### src/rtl/lgs_pkg.sv
// Shared types and constants of the Laplace Gauss-Seidel relaxation block.
// Used by lgs_ctrl, lgs_dpath and laplace_gauss_seidel_relaxation; no dependencies.
package lgs_pkg;

   // grid geometry
   localparam int GRID_MAX_DEF = 64;
   localparam int SIDE_MIN     = 3;

   // cell constants, signed Q15.16
   localparam logic [31:0] CELL_ZERO    = 32'h0000_0000;
   localparam logic [31:0] CELL_ONE     = 32'h0001_0000;
   localparam logic [31:0] CELL_HUNDRED = 32'h0064_0000;

   // configuration register indexes (byte address bit 2)
   localparam logic REG_GRID_SIZE   = 1'b0;
   localparam logic REG_SWEEP_COUNT = 1'b1;

   // configuration reset values
   localparam logic [6:0]  GRID_SIZE_RST   = 7'd10;
   localparam logic [15:0] SWEEP_COUNT_RST = 16'd200;

   // result kinds
   localparam logic RSP_READ = 1'b0;
   localparam logic RSP_DONE = 1'b1;

   // request codes
   typedef enum logic [1:0] {
      REQ_WRITE = 2'd0,
      REQ_READ  = 2'd1,
      REQ_SWEEP = 2'd2,
      REQ_INIT  = 2'd3
   } req_kind_type;

   // controller states
   typedef enum logic [3:0] {
      ST_IDLE,
      ST_WRITE,
      ST_READ,
      ST_READ_RSP,
      ST_INIT,
      ST_SWEEP_LEFT,
      ST_SWEEP_UP,
      ST_SWEEP_DOWN,
      ST_SWEEP_RIGHT,
      ST_SWEEP_WRITE,
      ST_DONE
   } state_type;

   // which address the grid memory read port takes
   typedef enum logic [2:0] {
      RS_NONE,
      RS_REQ,
      RS_LEFT,
      RS_UP,
      RS_DOWN,
      RS_RIGHT
   } rd_sel_type;

   // controller to datapath
   typedef struct packed {
      logic       capture;
      logic       host_write;
      logic       init_first;
      logic       init_write;
      logic       sweep_first;
      logic       relax_write;
      rd_sel_type read_sel;
      logic       rsp_load;
      logic       rsp_kind;
   } cmd_type;

   // datapath to controller
   typedef struct packed {
      logic in_grid;
      logic init_last;
      logic row_end;
      logic pass_cell_last;
      logic pass_last;
      logic passes_zero;
      logic rsp_free;
   } status_type;

endpackage

### src/rtl/lgs_ctrl.sv
// Controller state machine of the relaxation block: sequences requests,
// init walks and sweeps. Depends on lgs_pkg; drives lgs_dpath by commands.
module lgs_ctrl
   import lgs_pkg::*;
(
   input  logic       clock,
   input  logic       reset,
   input  logic       req_valid,
   input  logic [1:0] req_type,
   output logic       req_ready,
   input  status_type status,
   output cmd_type    cmd
);

   state_type    state_ff, state_in;
   req_kind_type kind;
   logic         accept;

   assign kind      = req_kind_type'(req_type);
   assign req_ready = (state_ff == ST_IDLE);
   assign accept    = req_valid && req_ready;

   // state register
   always_ff @(posedge clock) begin
      if (reset) begin
         state_ff <= ST_IDLE;
      end else begin
         state_ff <= state_in;
      end
   end

   // next state
   always_comb begin
      state_in = state_ff;
      unique case (state_ff)
         ST_IDLE: begin
            if (req_valid) begin
               unique case (kind)
                  REQ_WRITE: state_in = ST_WRITE;
                  REQ_READ:  state_in = ST_READ;
                  REQ_SWEEP: state_in = status.passes_zero ? ST_DONE : ST_SWEEP_LEFT;
                  REQ_INIT:  state_in = ST_INIT;
                  default:   state_in = ST_IDLE;
               endcase
            end
         end
         ST_WRITE:    state_in = ST_IDLE;
         ST_READ:     state_in = ST_READ_RSP;
         ST_READ_RSP: begin
            if (status.rsp_free) state_in = ST_IDLE;
         end
         ST_INIT: begin
            if (status.init_last) state_in = ST_IDLE;
         end
         ST_SWEEP_LEFT:  state_in = ST_SWEEP_UP;
         ST_SWEEP_UP:    state_in = ST_SWEEP_DOWN;
         ST_SWEEP_DOWN:  state_in = ST_SWEEP_RIGHT;
         ST_SWEEP_RIGHT: state_in = ST_SWEEP_WRITE;
         ST_SWEEP_WRITE: begin
            if (status.pass_cell_last) begin
               state_in = status.pass_last ? ST_DONE : ST_SWEEP_LEFT;
            end else if (status.row_end) begin
               state_in = ST_SWEEP_LEFT;
            end else begin
               state_in = ST_SWEEP_UP;
            end
         end
         ST_DONE: begin
            if (status.rsp_free) state_in = ST_IDLE;
         end
         default: state_in = ST_IDLE;
      endcase
   end

   // command outputs
   always_comb begin
      cmd = '0;
      cmd.read_sel = RS_NONE;
      cmd.rsp_kind = RSP_READ;
      unique case (state_ff)
         ST_IDLE: begin
            cmd.capture     = accept;
            cmd.init_first  = accept && (kind == REQ_INIT);
            cmd.sweep_first = accept && (kind == REQ_SWEEP);
         end
         ST_WRITE:       cmd.host_write = 1'b1;
         ST_READ:        cmd.read_sel = RS_REQ;
         ST_READ_RSP: begin
            cmd.rsp_load = status.rsp_free;
            cmd.rsp_kind = RSP_READ;
         end
         ST_INIT:        cmd.init_write = 1'b1;
         ST_SWEEP_LEFT:  cmd.read_sel = RS_LEFT;
         ST_SWEEP_UP:    cmd.read_sel = RS_UP;
         ST_SWEEP_DOWN:  cmd.read_sel = RS_DOWN;
         ST_SWEEP_RIGHT: cmd.read_sel = RS_RIGHT;
         ST_SWEEP_WRITE: cmd.relax_write = 1'b1;
         ST_DONE: begin
            cmd.rsp_load = status.rsp_free;
            cmd.rsp_kind = RSP_DONE;
         end
         default: cmd = '0;
      endcase
   end

endmodule

### config.mk
export PLATFORM = sky130hd
export DESIGN_NAME = lgs_ctrl
export DESIGN_NICKNAME = d
export VERILOG_FILES = /design/src/rtl/lgs_pkg.sv /design/src/rtl/lgs_ctrl.sv
export SDC_FILE = /design/constraint.sdc
export NUM_CORES = 1
export LEC_CHECK = 0
export BUFFER_PORTS_ARGS = -buffer_cell sky130_fd_sc_hd__buf_2
export CAP_MARGIN = 20
export CORE_AREA = 2 2 39 41
export DETAILED_ROUTE_END_ITERATION = 8
export DIE_AREA = 0 0 41 43
export PLACE_DENSITY_LB_ADDON = 0.08
export SLEW_MARGIN = 20
export SYNTH_ARGS = -nofsm -noshare
export SYNTH_HDL_FRONTEND = slang
export SYNTH_SLANG_ARGS = --single-unit
### constraint.sdc
create_clock -name clock -period 1.6 [get_ports clock]
set_input_delay 0.16 -clock clock [delete_from_list [all_inputs] [get_ports clock]]
set_output_delay 0.16 -clock clock [all_outputs]
set_load 0.005 [all_outputs]
==> results.md <==
- Maximum clock insertion buffer count: 2
- Via/cell ratio: 5.15
- RSZ-0062 raised after global routing: yes
- Worst Hold Class: input pin to flop
- Most frequent cells in the layout: buf_2, buf_4, nand2b_1
- Status: completed
- Vias: 515
- First-pass DRT Iterations: 4
- Slew HR: 73.7%
- Critical Path Sink Type: output port
- CTS tree: yes
- Row count: 14
- Commonest non-fill, non-tap cell in the layout: buf_2
- Layout cells sized above 1: 46.4%
- Synthesized Nets: 69
- Layout Skew: 0.00127 ns
- Mapped Cells: 57
- Critical-path maximum fanout: 9
- IO Pins: 24
- Initial antenna violation count: 0
- Die Span Y: 43 um
- Worst Setup Start Kind: flop
- CTS Buf Count: 3
- Number of flip-flops under the largest register name: 4
- Die footprint: about 1800 um2
- Reg clk slew, reported paths: about 0.04 ns
- CP Launch Point: state_ff[1]
- Area growth syn-to-layout: 36.6%
- Starting DRC count in detailed routing: 1
- Register area share after synthesis: 17.0%
- Final std cells w/o fill: 100
- Final Cycle Share: 95.6%
- R2R Path End: state_ff[2]
- CP required: 1.44 ns
- Flops & latches, synth: 4
- PwrDens: 717 nW/um2
- Total GRT Usage: between 10% and 20%
- Cell variety after synth: 34
- Synth Area per Inst: 8.28 um2
- Gr ovfl total: 0
- Worst Tran Pin Value: 0.389 ns
- Final Slew Violations: 0
- IO Port Bufs: 22
- Maximum VDD drop: 0.226 mV
- Fmax: 654 MHz
- # setup viols final: 0
- Die Wd: 41 um
- Hold Path Origin: status[5]
- Worst min-delay path endpoint: state_ff[2]
- Asr flop ratio synth: 0%
- Skew-Pair Late Insertion Delay: 0.23 ns
- Reg2reg setup slack: 0.17 ns
- Worst reg2reg startpoint: state_ff[0]
- Final hold vios: 0
- Vias in the first global route: between 400 and 500
- Top FF cell, synth: dfxtp_1
- Number of flops mapped to enable cells by yosys: 0
- Antenna Violating Nets Remaining: 0
- Wirelength per Cell: 12.3 um
- Max Cap Viol: 0
- Arr. time, crit path: around 1.4 ns
- Final core utilization: 46.6%
- Placer Congestion: 0.698
- Biggest register: state_ff
- CTS HTree Levels: 1
- CP Class: flop to output port
- Fill count: 156
- YS warnings: 0
- Overall routed net length: 1.23 mm
- Clock Sinks: 4
- DP HPWL: 974 um
- Final net count: between 90 and 100
- Post-CTS Hold Fix Bufs: 0
- # DRC: 0
- Mapped cell area: approximately 470 um2
- Core area: 1380 um2
- Post-layout min period: about 1.5 ns
- Ant diodes: 0
- Hold path depth: 3
- Path depth of the worst reg2reg path: 5
- Root Driver: clkbuf_4
- Cell leakage power: roughly 0.33 nW
- Largest regs: state_ff x4
- Largest net degree at the start of global routing: 12
- Global-route wire length before repair: 2.04 mm
- Initial Util: ~34%
- Cells after DPL: 96
-- routing by layer --
metal  vias up  GRT usage [%]  share of wire, %
li1        269              -                 -
met3         0              0               4.6
met4         0           8.00                 0
met2        15           26.6                48
met5         -              0                 0
met1       231           21.2                47
-- what timing repair did --
| item | in CTS | in global routing |
|---|---|---|
| pin swaps | 1 | 1 |
| resized for setup | 3 | 3 |
| buffers inserted | 1 | 0 |
| endpoints found under the setup margin | 2 | 8 |
-- cell type report --
| type | count | area (um2) | area share (%) |
|---|---|---|---|
| multi-input combinational | 47 | 352 | 54.6 |
| timing repair buffer | 28 | 155 | 24.1 |
| sequential | 4 | 87.6 | 13.6 |
| clock buffer | 3 | 22.5 | 3.50 |
| tap | 16 | 20.0 | 3.11 |
| inverter | 2 | 7.51 | 1.17 |
-- metrics by stage --
step | instance area [um2] | total power, mW | TNS [ns] | hold WS (ns) | setup WS, ns
5_1_grt | 644 | 0.502 | -0.0603 | 0.254 | -0.0603
4_1_cts | 639 | 0.470 | 0 | 0.258 | 0.00554
6_report | 644 | 0.462 | 0 | 0.257 | 0.0705
3_3_place_gp | 604 | 0.328 | 0 | 0.500 | 0.0788
2_1_floorplan | 472 | 0.257 | 0 | 0.353 | 0.217
3_5_place_dp | 604 | 0.329 | 0 | 0.505 | 0.0838
-- cells by family (layout without fill, tap and decap cells) --
logic type	after synthesis	in the layout	share of synthesized area (%)
and+or+nand+nor	28	28	40.1
xor gates and xnor gates	1	1	1.86
muxes	1	1	2.12
DFF	4	4	17.0
buffers and inverters	6	33	9.02
AOI/OAI and AO/OA	17	17	30.0
-- worst max-delay path, cell delays in order (launching register included) --
cell and delay, ns:
dfxtp_2 0.37, nor4_4 0.34, nand2_1 0.11, nor3b_1 0.18, buf_2 0.13
-- how the worst max path moves through the flow --
stage,depth (start not counted),slack [ns],end
4_1_cts,3,0.006,cmd[2]
6_report,4,0.07,cmd[6]
2_1_floorplan,4,0.22,state_ff[2]
5_1_grt,4,-0.06,cmd[6]
3_5_place_dp,4,0.08,state_ff[2]
3_3_place_gp,4,0.08,state_ff[0]
-- Yosys cell counts, types with 2 or more instances --
cell	number	area [um2]
a21o_1	3	22.5
nand2b_1	5	31.3
nand2_1	3	11.3
dfxtp_1	4	80.1
nor2_1	4	15.0
inv_1	2	7.51
nor3_1	4	20.0
a22o_1	3	26.3
a21oi_1	3	15.0
buf_6	2	22.5
-- power breakdown --
| group | switching (mW) | total, mW | internal [mW] |
|---|---|---|---|
| combinational | 0.0847 | 0.200 | 0.116 |
| sequential | 0.0280 | 0.138 | 0.110 |
| clock | 0.0391 | 0.123 | 0.0838 |
No activity file was read; power rests on OpenSTA's default activity.
